[src/hdl/pulse_period_duty_meter_macros.svh]
// Assertion macros shared by the pulse period and duty meter RTL.
// Each macro takes a label, the clock, the active-low reset, two expressions
// and a message string.
`ifndef PULSE_PERIOD_DUTY_METER_MACROS_SVH
`define PULSE_PERIOD_DUTY_METER_MACROS_SVH

// The consequent must hold in the same cycle as the antecedent.
`define PPDM_ASSERT_IMPLY(label, clk, rst_n, ante, cons, msg) \
    label: assert property (@(posedge clk) disable iff (!rst_n) (ante) |-> (cons)) \
        else $error(msg);

// The consequent must hold in the cycle after the antecedent.
`define PPDM_ASSERT_NEXT(label, clk, rst_n, ante, cons, msg) \
    label: assert property (@(posedge clk) disable iff (!rst_n) (ante) |=> (cons)) \
        else $error(msg);

`endif

[src/hdl/ppdm_pkg.sv]
`timescale 1ns / 1ps

package ppdm_pkg;

    localparam int PIN_W   = 4;
    localparam int TIME_W  = 32;
    localparam int CNT_W   = 32;
    localparam int DUTY_W  = 7;
    localparam int TOTAL_W = 64;

    // Width of the shared subtractor; covers a 32-bit width times 100.
    localparam int UNIT_W  = 40;

    // The quotient is below 100, so seven restoring steps produce it.
    localparam int DIV_STEPS = 7;
    localparam int DIV_CNT_W = $clog2(DIV_STEPS);

    localparam int PCT_SCALE = 100;

    // Reset value of the measured pin selection.
    localparam logic [PIN_W-1:0] DEFAULT_PIN = '0;

endpackage

[src/hdl/ppdm_if.sv]
`timescale 1ns / 1ps

// Edge event channel.
interface ppdm_evt_if;
    import ppdm_pkg::*;

    logic              valid;
    logic              ready;
    logic [PIN_W-1:0]  pin_number;
    logic              level_high;
    logic [TIME_W-1:0] timestamp_us;
    logic [CNT_W-1:0]  pulse_counter;

    modport source (output valid, output pin_number, output level_high,
                    output timestamp_us, output pulse_counter, input ready);
    modport sink   (input valid, input pin_number, input level_high,
                    input timestamp_us, input pulse_counter, output ready);
endinterface

// Measurement result channel.
interface ppdm_res_if;
    import ppdm_pkg::*;

    logic               valid;
    logic               ready;
    logic [TIME_W-1:0]  period_us;
    logic [TIME_W-1:0]  high_width_us;
    logic [TIME_W-1:0]  low_width_us;
    logic [DUTY_W-1:0]  duty_percent;
    logic [TOTAL_W-1:0] pulse_total;

    modport source (output valid, output period_us, output high_width_us,
                    output low_width_us, output duty_percent, output pulse_total,
                    input ready);
    modport sink   (input valid, input period_us, input high_width_us,
                    input low_width_us, input duty_percent, input pulse_total,
                    output ready);
endinterface

[src/hdl/pulse_period_duty_meter.sv]
// A rising edge passes through S_RISE and S_DONE, a falling edge through S_F_PER,
// S_F_HIGH, S_F_CNT and S_F_CMP, then S_F_MUL and 7 divide steps when the duty
// percent is recomputed, then S_DONE. A new event is taken only in S_IDLE.
// Events on other pins are accepted and give no result.
// Reset (rst_n, asynchronous, active low) clears all measurements and selects pin 0.
`timescale 1ns / 1ps
`include "pulse_period_duty_meter_macros.svh"

module pulse_period_duty_meter (
    input  logic                       clk,
    input  logic                       rst_n,
    input  logic                       cfg_we,
    input  logic [ppdm_pkg::PIN_W-1:0] cfg_wdata,
    ppdm_evt_if.sink                   evt,
    ppdm_res_if.source                 res
);
    import ppdm_pkg::*;

    // The sequencer walks one event through a list of steps. Each subtraction
    // that a step needs borrows the single shared subtractor below: time
    // differences, the counter advance, the duty qualification compare and
    // the restoring divide steps all go through it in turn.
    localparam logic [3:0] S_IDLE   = 4'd0;
    localparam logic [3:0] S_RISE   = 4'd1;
    localparam logic [3:0] S_F_PER  = 4'd2;
    localparam logic [3:0] S_F_HIGH = 4'd3;
    localparam logic [3:0] S_F_CNT  = 4'd4;
    localparam logic [3:0] S_F_CMP  = 4'd5;
    localparam logic [3:0] S_F_MUL  = 4'd6;
    localparam logic [3:0] S_F_DIV  = 4'd7;
    localparam logic [3:0] S_DONE   = 4'd8;

    logic [3:0]           state_reg, state_next;
    logic [PIN_W-1:0]     pin_reg;

    // Captured event payload.
    logic [TIME_W-1:0]    t_reg;
    logic [CNT_W-1:0]     cnt_reg;

    // Measurement state. A stored time of zero means that edge was not seen.
    logic [TIME_W-1:0]    rise_time_reg;
    logic [TIME_W-1:0]    fall_time_reg;
    logic [TIME_W-1:0]    prev_fall_time_reg;
    logic [TIME_W-1:0]    period_reg;
    logic [TIME_W-1:0]    high_width_reg;
    logic [TIME_W-1:0]    low_width_reg;
    logic [DUTY_W-1:0]    duty_reg;
    logic                 first_seen_reg;
    logic [CNT_W-1:0]     last_counter_reg;
    logic [TOTAL_W-1:0]   total_reg;

    // Divider working registers.
    logic [UNIT_W-1:0]    rem_reg;
    logic [DUTY_W-2:0]    quo_reg;
    logic [DIV_CNT_W-1:0] div_cnt_reg;

    // Output register, so that a waiting result does not hold up the sequencer
    // until the next event actually has a result to deliver.
    logic                 out_valid_reg;
    logic [TIME_W-1:0]    out_period_reg;
    logic [TIME_W-1:0]    out_high_reg;
    logic [TIME_W-1:0]    out_low_reg;
    logic [DUTY_W-1:0]    out_duty_reg;
    logic [TOTAL_W-1:0]   out_total_reg;

    // Shared subtractor.
    logic [UNIT_W-1:0]    unit_a;
    logic [UNIT_W-1:0]    unit_b;
    logic [UNIT_W:0]      unit_diff;
    logic                 unit_borrow;

    logic                 evt_xfer;
    logic                 res_xfer;
    logic                 out_load;
    logic                 duty_go;
    logic [UNIT_W-1:0]    product;

    assign evt.ready = (state_reg == S_IDLE);
    assign evt_xfer  = evt.valid && evt.ready;
    assign res_xfer  = res.valid && res.ready;
    assign out_load  = (state_reg == S_DONE) && (!out_valid_reg || res.ready);

    assign res.valid         = out_valid_reg;
    assign res.period_us     = out_period_reg;
    assign res.high_width_us = out_high_reg;
    assign res.low_width_us  = out_low_reg;
    assign res.duty_percent  = out_duty_reg;
    assign res.pulse_total   = out_total_reg;

    // Operand selection for the shared subtractor, driven by the current step.
    always_comb
    begin
        unit_a = '0;
        unit_b = '0;
        unique case (state_reg)
            S_RISE:
            begin
                unit_a = UNIT_W'(t_reg);
                unit_b = UNIT_W'(fall_time_reg);
            end
            S_F_PER:
            begin
                unit_a = UNIT_W'(t_reg);
                unit_b = UNIT_W'(fall_time_reg);
            end
            S_F_HIGH:
            begin
                unit_a = UNIT_W'(t_reg);
                unit_b = UNIT_W'(rise_time_reg);
            end
            S_F_CNT:
            begin
                unit_a = UNIT_W'(cnt_reg);
                unit_b = UNIT_W'(last_counter_reg);
            end
            S_F_CMP:
            begin
                unit_a = UNIT_W'(high_width_reg);
                unit_b = UNIT_W'(period_reg);
            end
            S_F_DIV:
            begin
                unit_a = rem_reg;
                unit_b = UNIT_W'(period_reg) << div_cnt_reg;
            end
            default:
            begin
                unit_a = '0;
                unit_b = '0;
            end
        endcase
    end

    assign unit_diff   = {1'b0, unit_a} - {1'b0, unit_b};
    assign unit_borrow = unit_diff[UNIT_W];

    // The duty percent is refreshed only from the second falling edge on, and
    // only when period and high width are known and high width is below the period.
    assign duty_go = unit_borrow && (period_reg != '0) && (high_width_reg != '0)
                     && first_seen_reg;

    // High width times 100, written as a sum of shifts (64 + 32 + 4).
    assign product = (UNIT_W'(high_width_reg) << 6) + (UNIT_W'(high_width_reg) << 5)
                     + (UNIT_W'(high_width_reg) << 2);

    always_comb
    begin
        state_next = state_reg;
        unique case (state_reg)
            S_IDLE:
            begin
                if (evt_xfer && (evt.pin_number == pin_reg))
                begin
                    state_next = evt.level_high ? S_RISE : S_F_PER;
                end
            end
            S_RISE:   state_next = S_DONE;
            S_F_PER:  state_next = S_F_HIGH;
            S_F_HIGH: state_next = S_F_CNT;
            S_F_CNT:  state_next = S_F_CMP;
            S_F_CMP:  state_next = duty_go ? S_F_MUL : S_DONE;
            S_F_MUL:  state_next = S_F_DIV;
            S_F_DIV:
            begin
                if (div_cnt_reg == '0)
                begin
                    state_next = S_DONE;
                end
            end
            S_DONE:
            begin
                if (out_load)
                begin
                    state_next = S_IDLE;
                end
            end
            default:  state_next = S_IDLE;
        endcase
    end

    always_ff @(posedge clk or negedge rst_n)
    begin
        if (!rst_n)
        begin
            state_reg          <= S_IDLE;
            pin_reg            <= DEFAULT_PIN;
            rise_time_reg      <= '0;
            fall_time_reg      <= '0;
            prev_fall_time_reg <= '0;
            period_reg         <= '0;
            high_width_reg     <= '0;
            low_width_reg      <= '0;
            duty_reg           <= '0;
            first_seen_reg     <= 1'b0;
            last_counter_reg   <= '0;
            total_reg          <= '0;
            out_valid_reg      <= 1'b0;
        end
        else
        begin
            state_reg <= state_next;

            if (cfg_we)
            begin
                pin_reg <= cfg_wdata;
            end

            unique case (state_reg)
                S_RISE:
                begin
                    rise_time_reg <= t_reg;
                    if (fall_time_reg != '0)
                    begin
                        low_width_reg <= unit_diff[TIME_W-1:0];
                    end
                end
                S_F_PER:
                begin
                    prev_fall_time_reg <= fall_time_reg;
                    fall_time_reg      <= t_reg;
                    if (fall_time_reg != '0)
                    begin
                        period_reg <= unit_diff[TIME_W-1:0];
                    end
                end
                S_F_HIGH:
                begin
                    if (rise_time_reg != '0)
                    begin
                        high_width_reg <= unit_diff[TIME_W-1:0];
                    end
                end
                S_F_CNT:
                begin
                    // The advance wraps at 32 bits before it enters the total.
                    last_counter_reg <= cnt_reg;
                    total_reg        <= total_reg + TOTAL_W'(unit_diff[CNT_W-1:0]);
                end
                S_F_CMP:
                begin
                    first_seen_reg <= 1'b1;
                end
                S_F_DIV:
                begin
                    if (div_cnt_reg == '0)
                    begin
                        duty_reg <= {quo_reg, !unit_borrow};
                    end
                end
                default:
                begin
                end
            endcase

            if (out_load)
            begin
                out_valid_reg <= 1'b1;
            end
            else if (res_xfer)
            begin
                out_valid_reg <= 1'b0;
            end
        end
    end

    // Payload and divider registers need no reset.
    always_ff @(posedge clk)
    begin
        if (evt_xfer)
        begin
            t_reg   <= evt.timestamp_us;
            cnt_reg <= evt.pulse_counter;
        end

        if (state_reg == S_F_MUL)
        begin
            rem_reg     <= product;
            quo_reg     <= '0;
            div_cnt_reg <= DIV_CNT_W'(DIV_STEPS - 1);
        end
        else if (state_reg == S_F_DIV)
        begin
            if (!unit_borrow)
            begin
                rem_reg <= unit_diff[UNIT_W-1:0];
            end
            quo_reg     <= {quo_reg[DUTY_W-3:0], !unit_borrow};
            div_cnt_reg <= div_cnt_reg - 1'b1;
        end

        if (out_load)
        begin
            out_period_reg <= period_reg;
            out_high_reg   <= high_width_reg;
            out_low_reg    <= low_width_reg;
            out_duty_reg   <= duty_reg;
            out_total_reg  <= total_reg;
        end
    end

    `PPDM_ASSERT_NEXT(a_done_loads_output, clk, rst_n, out_load,
                      res.valid && (state_reg == S_IDLE),
                      "finished result did not reach the output register")
    `PPDM_ASSERT_NEXT(a_other_pin_ignored, clk, rst_n,
                      evt_xfer && (evt.pin_number != pin_reg), state_reg == S_IDLE,
                      "event on another pin started a measurement")
    `PPDM_ASSERT_NEXT(a_duty_in_range, clk, rst_n,
                      (state_reg == S_F_DIV) && (div_cnt_reg == '0),
                      duty_reg < DUTY_W'(PCT_SCALE),
                      "duty percent out of range after divide")
    `PPDM_ASSERT_NEXT(a_first_seen_sticky, clk, rst_n, first_seen_reg, first_seen_reg,
                      "first falling edge flag cleared")

endmodule
[src/flat_wrapper.sv]
// flat-port wrapper written by rule: the top's interface ports become plain ports
module pulse_period_duty_meter_flat import ppdm_pkg::*;
  (clk, rst_n, cfg_we, cfg_wdata, evt_valid, evt_pin_number, evt_level_high, evt_timestamp_us, evt_pulse_counter, evt_ready, res_valid, res_period_us, res_high_width_us, res_low_width_us, res_duty_percent, res_pulse_total, res_ready);
  ppdm_evt_if evt_i ();
  ppdm_res_if res_i ();
  input  logic clk;
  input  logic rst_n;
  input  logic cfg_we;
  input  logic [ppdm_pkg::PIN_W-1:0] cfg_wdata;
  input wire logic [$bits(evt_i.valid)-1:0] evt_valid;
  input wire logic [$bits(evt_i.pin_number)-1:0] evt_pin_number;
  input wire logic [$bits(evt_i.level_high)-1:0] evt_level_high;
  input wire logic [$bits(evt_i.timestamp_us)-1:0] evt_timestamp_us;
  input wire logic [$bits(evt_i.pulse_counter)-1:0] evt_pulse_counter;
  output wire logic [$bits(evt_i.ready)-1:0] evt_ready;
  output wire logic [$bits(res_i.valid)-1:0] res_valid;
  output wire logic [$bits(res_i.period_us)-1:0] res_period_us;
  output wire logic [$bits(res_i.high_width_us)-1:0] res_high_width_us;
  output wire logic [$bits(res_i.low_width_us)-1:0] res_low_width_us;
  output wire logic [$bits(res_i.duty_percent)-1:0] res_duty_percent;
  output wire logic [$bits(res_i.pulse_total)-1:0] res_pulse_total;
  input wire logic [$bits(res_i.ready)-1:0] res_ready;
  assign evt_i.valid = evt_valid;
  assign evt_i.pin_number = evt_pin_number;
  assign evt_i.level_high = evt_level_high;
  assign evt_i.timestamp_us = evt_timestamp_us;
  assign evt_i.pulse_counter = evt_pulse_counter;
  assign evt_ready = evt_i.ready;
  assign res_valid = res_i.valid;
  assign res_period_us = res_i.period_us;
  assign res_high_width_us = res_i.high_width_us;
  assign res_low_width_us = res_i.low_width_us;
  assign res_duty_percent = res_i.duty_percent;
  assign res_pulse_total = res_i.pulse_total;
  assign res_i.ready = res_ready;
  pulse_period_duty_meter u_core (.clk(clk), .rst_n(rst_n), .cfg_we(cfg_we), .cfg_wdata(cfg_wdata), .evt(evt_i), .res(res_i));
endmodule
[config.mk]
export PLATFORM = sky130hd
export DESIGN_NAME = pulse_period_duty_meter_flat
export DESIGN_NICKNAME = d
export VERILOG_FILES = /design/src/hdl/ppdm_pkg.sv /design/src/hdl/ppdm_if.sv /design/src/hdl/pulse_period_duty_meter.sv /design/src/flat_wrapper.sv
export VERILOG_INCLUDE_DIRS = /design/src /design/src/hdl
export SDC_FILE = /design/constraint.sdc
export NUM_CORES = 1
export LEC_CHECK = 0
export ABC_AREA = 0
export BUFFER_PORTS_ARGS = -buffer_cell sky130_fd_sc_hd__buf_2
export CORE_ASPECT_RATIO = 1.4
export CORE_MARGIN = 2
export CORE_UTILIZATION = 55
export DETAILED_ROUTE_END_ITERATION = 7
export GPL_TIMING_DRIVEN = 0
export PLACE_DENSITY_LB_ADDON = 0.05
export SYNTH_ARGS = -nofsm -noshare
export SYNTH_HDL_FRONTEND = slang
export SYNTH_SLANG_ARGS = --single-unit
[constraint.sdc]
create_clock -name clk -period 8.7 [get_ports clk]
set_input_delay 0.435 -clock clk [delete_from_list [all_inputs] [get_ports clk]]
set_output_delay 0.435 -clock clk [all_outputs]
set_load 0.05 [all_outputs]
After elaboration in Yosys (flattened, before gate mapping)
Index checks and enable logic that the tools add are counted.
- register bits after elaboration: 553
- bits of input ports: 78
- word-level logic and storage cells: 80
- $add $sub $neg: 5
- eq/ne operators: 13
- shifts and indexed selects: 1
- mux-type cells: 13
- reductions and logical operators: 26
- operators with widths (cell ; number):
    case mux 40 bit (5 select lines) ; 1
    case mux 40 bit (4 select lines) ; 1
    nonzero test 32 bit ; 4
    2-to-1 mux 40 bit ; 3
    adder 64 x 32 -> 64 bit ; 1
    subtractor 40 x 40 -> 41 bit ; 1
    adder 40 x 34 -> 40 bit ; 1
    left shift 32 x 3 -> 40 bit ; 1
    adder 38 x 37 -> 39 bit ; 1
    case mux 4 bit (9 select lines) ; 1
    equality test 4 x 3 -> 1 bit (second input constant) ; 4
    2-to-1 mux 4 bit ; 4
    AND reduction 2 bit ; 5
    equality test 4 x 2 -> 1 bit (second input constant) ; 2
    logical AND 1 bit ; 7
    equality test 4 x 1 -> 1 bit (second input constant) ; 1
    equality test 4 bit ; 1
    equality test 4 bit (second input constant) ; 1
    logical NOT 4 bit ; 1
    inequality test 2 x 1 -> 1 bit (second input constant) ; 2
    inequality test 2 bit (second input constant) ; 2
    nonzero test 2 bit ; 2
    logical NOT 3 bit ; 1
    AND reduction 3 bit ; 1
    7 further kinds ; 9

Depth between registers and ports, before layout
- word-level depth: 9
- gate-level depth with buffers: 32
- gate-level depth less buffers: 28

Worst setup path after synthesis
OpenSTA, ideal clock, no wires.
- path type: register -> register
- start: reg u_core.state_reg[1]
- end: reg u_core.out_duty_reg[0], in the netlist u_core.res.duty_percent[0], enable pin
- library setup time: 0.750 ns
- data arrival time: 8.887 ns
- required time: 7.950 ns
- slack: -0.936 ns
- cell stages (with the launch flop): 5
- path buffers: 1
- cell sequence: dfrtp_1 > clkbuf_1 > nor2_1 > nand3b_1 > a21oi_1
- word-level cells in the longest chain between the ends: 2
- RTL lines (element ; RTL line ; source):
    start, declared ; pulse_period_duty_meter.sv:33 ; logic [3:0] state_reg, state_next;
    start signal, assigned ; pulse_period_duty_meter.sv:201 ; state_reg <= state_next;
    equality test 4 bit ; pulse_period_duty_meter.sv:81 ; assign out_load = (state_reg == S_DONE) && (!out_valid_reg || res.ready);
    logical AND 1 bit ; pulse_period_duty_meter.sv:81 ;
    net u_core.out_load ; pulse_period_duty_meter.sv:74 ; logic out_load;
    end signal, assigned ; pulse_period_duty_meter.sv:296 ; out_duty_reg <= duty_reg;
    end, declared ; pulse_period_duty_meter.sv:63 ; logic [DUTY_W-1:0] out_duty_reg;
The timed path passes the listed nets, and every way through them passes these cells.
A chain may end at the register's enable or synchronous reset.

Worst setup path in the final report
- start: reg u_core.state_reg[0]
- end: reg u_core.total_reg[52]
- word-level cells in the longest chain between the ends: 5
- RTL lines (element ; RTL line ; source):
    equality test 4 x 1 -> 1 bit or equality test 4 x 2 -> 1 bit (tied branches) ; pulse_period_duty_meter.sv:95 ; unique case (state_reg)
    OR reduction 3 bit (no line) or OR reduction 2 bit (tied branches) ; n/a ;
    case mux 40 bit (4 select lines) or case mux 40 bit (5 select lines) (tied branches) ; pulse_period_duty_meter.sv:95 ;
    subtractor 40 x 40 -> 41 bit * ; pulse_period_duty_meter.sv:134 ; assign unit_diff = {1'b0, unit_a} - {1'b0, unit_b};
    net u_core.unit_diff[12] ; pulse_period_duty_meter.sv:69 ; logic [UNIT_W:0] unit_diff;
    adder 64 x 32 -> 64 bit * ; pulse_period_duty_meter.sv:237 ; total_reg <= total_reg + TOTAL_W'(unit_diff[CNT_W-1:0]);
    end signal, assigned ; pulse_period_duty_meter.sv:237 ;
    end, declared ; pulse_period_duty_meter.sv:50 ; logic [TOTAL_W-1:0] total_reg;
Mark *: on every way through the listed nets, which the timed path passes. The rest lies on a longest branch.

==> impl_metrics.toml <==
[clocking]
cts_tree = "built"
cts_inserted_buffers = 54
clk-insertion-delay-late_ns = 0.62
cts_setup_buffers = 0
clkSinkCount = 553
cts_htree_levels = 2
cts.clk_slew.worst_paths_ns = 0.06
clockBufferDepth = 3
cts_root_buf = "clkbuf_16"

[worst_setup_path]
startpoint = "u_core.state_reg[0]"
r2r_slack_ns = 0.55
crit_end = "u_core.total_reg[52]"
cp-end-kind = "flop"
reg2reg_to = "u_core.total_reg[52]"
critPathMostFrequentCell = "nand2_1"
r2r_start = "u_core.state_reg[0]"
rr_worst_depth = 29
critPathArrivalTime_ns = 8.67
max_stage_delay_ns = 0.50
required_ns = 9.22
crit_type = "flop to flop"
worst_setup_path_start_kind = "flop"
critPathSlowestCell = "clkbuf_2"
crit_fanout = 10

[route]
wire_per_inst_um = 24.5
first_iter_violations = 1924
drc = 1
drtAntennaViolNets = 0
firstDrtPassIters = 8
drt-total-wl_um = 92500
routed_via_density = 6.17
vias = 23300

[global_routing]
grt_pass1_wl_um = 138000
antenna_found_initial = 1
grt_use_total_pct = 34.2
grt.overflow.total = 0
grt_pass1_vias = 23200
grt_max_degree = 108

[timing]
post-route-period-util_pct = 93.7
worst_slew_pin_slew_ns = 1.39
skew_ns = 0.0142
hold_viol_final = 0
rsz0062_at_grt = "no"
max_slew_margin_pct = 7.38
timing.fmax_mhz = 123
min_period_ns = 8.15
maxSlewViolCount = 0
fin_tns_setup_ns = 0
finalSetupViolCount = 0

[die]
die_w_um = 198
start_util_pct = 55.5
die_area_mm2 = 0.0544
io_pins = 247
core_region_area_mm2 = 0.0520
num_rows = 99
die_y_um = 275

[synth]
synth_seq_cells = 553
synthDistinctLibCells = 72
syn_nets = 2926
synth_flop_cell = "dfrtp_1"
synth-async-reset-ratio_pct = 49.4
yosysWarnings = 0
syn-instance-count = 2694
synth.avg_cell_area_um2 = 10.7
syn_area_mm2 = 0.0289
yosysSeqAreaShare_pct = 52.5
synth_edf_count = 271

[layout]
fin_util_pct = 64.8
post_route_cells_drive_above_1_share_pct = 16.2
syn_to_final_growth_pct = 16.8
fin_nets = 3300

[placed_design]
dp_hpwl_um = 70700
gp_congestion = 0.964
port_buffers = 246

[worst_hold_path]
worst_hold_path_type = "input pin to flop"

[flow_run]
cap_viol_max_count = 0

[status]
violations = "design-rule violations"
status = "finished with violations"
## metrics by stage
step	cell area, um2	setup WS (ns)	cells	hold WS [ns]
2_1_floorplan	28900	2.60	2694	0.139
5_1_grt	33700	0.0143	3770	0.0108
4_1_cts	33600	0.0337	3771	0.00120
6_report	33700	0.546	3774	0.0208
3_3_place_gp	30900	-0.557	3596	0.430
3_5_place_dp	31100	-0.126	3605	0.432
## worst max-delay path: cells and delay by family (launching register included)
| family | cells | cell delay (ns) |
|---|---|---|
| buffers and inverters | 6 | 1.81 |
| xor gates and xnor gates | 2 | 0.65 |
| DFF | 1 | 0.40 |
| AOI/OAI and AO/OA | 7 | 1.85 |
| and+or+nand+nor | 11 | 2.29 |
| adders and majority gates | 3 | 1.02 |
## per-layer routing
| metal | up-vias | track usage, % | wire length (um) |
|---|---|---|---|
| met2 | 958 | 58.2 | 45600 |
| met3 | 339 | 3.56 | 4730 |
| met1 | 11400 | 40.5 | 34500 |
| met5 | - | 0 | 0 |
| li1 | 10600 | - | - |
| met4 | 0 | 24.6 | 7600 |
## synthesized netlist by cell type, drive strengths merged, types with 23 or more instances
cell | count | area (um2)
o21ai | 216 | 1080
nor2 | 107 | 402
ha | 150 | 1880
edfxtp | 271 | 8140
inv | 109 | 409
xnor2 | 81 | 717
dfrtp | 273 | 6830
nor4 | 31 | 200
nor3 | 29 | 145
nand3 | 68 | 340
mux2 | 91 | 1020
xor2 | 73 | 639
a21oi | 143 | 719
a22oi | 38 | 285
nand2 | 458 | 1720
clkbuf | 95 | 357
nand4 | 23 | 144
mux2i | 29 | 290
a222oi | 27 | 270
a21o | 62 | 465
## cells in the final DEF, fill, tap and decap left out, drive strengths merged, types with 15 or more instances in the layout
master,count
nor2,107
xor2,73
nor4,31
ha,150
inv,112
a222oi,27
edfxtp,271
and3,20
dlygate4sd3,64
o21a,19
nand2,458
and2,15
dfrtp,273
a22oi,38
nor3,29
a21oi,143
a21o,62
o211ai,19
o21bai,16
nand4,23
xnor2,81
o21ai,216
nand3,68
o211a,20
buf,264
mux2i,29
a31oi,16
mux2,91
clkbuf,169
mux4,15
or2,16
## how the worst min path moves through the flow
| stage | startpoint | endpoint | slack, ns | depth (start not counted) |
|---|---|---|---|---|
| floorplan | rst_n | u_core.duty_reg[0] | 0.14 | 0 |
| CTS | evt_pulse_counter[20] | u_core.cnt_reg[20] | 0.001 | 1 |
| detailed placement | u_core.total_reg[62] | u_core.res.pulse_total[62] | 0.43 | 0 |
| global route | evt_pulse_counter[20] | u_core.cnt_reg[20] | 0.01 | 1 |
| finish | evt_pulse_counter[20] | u_core.cnt_reg[20] | 0.02 | 1 |
| global placement | u_core.low_width_reg[13] | u_core.res.low_width_us[13] | 0.43 | 0 |
## logic make-up after synthesis
logic type / share of synthesized area (%)
AOI/OAI and AO/OA: 15.0
DFF: 52.5
buffers and inverters: 2.80
xor gates and xnor gates: 4.70
adders and majority gates: 6.78
muxes: 5.73
and+or+nand+nor: 12.5
## layout make-up
cell class / count / area (um2)
clock inverter: 27 / 264
multi-input combinational: 1928 / 13000
inverter: 109 / 409
fill: 4163 / 18300
tap: 656 / 821
buffer: 103 / 403
sequential: 553 / 15100
antenna: 4 / 10.0
timing repair buffer: 319 / 2060
clock buffer: 75 / 1580
## what timing repair did
action,in CTS,in global routing
endpoints found under the setup margin,9,34
hold endpoints to repair,140,0
gates resized for setup,1,21
hold buffers,64,0
Power is left out: the tool's default activity adds up to more than one toggle a clock period on the data nets, which glitch-free logic cannot reach.
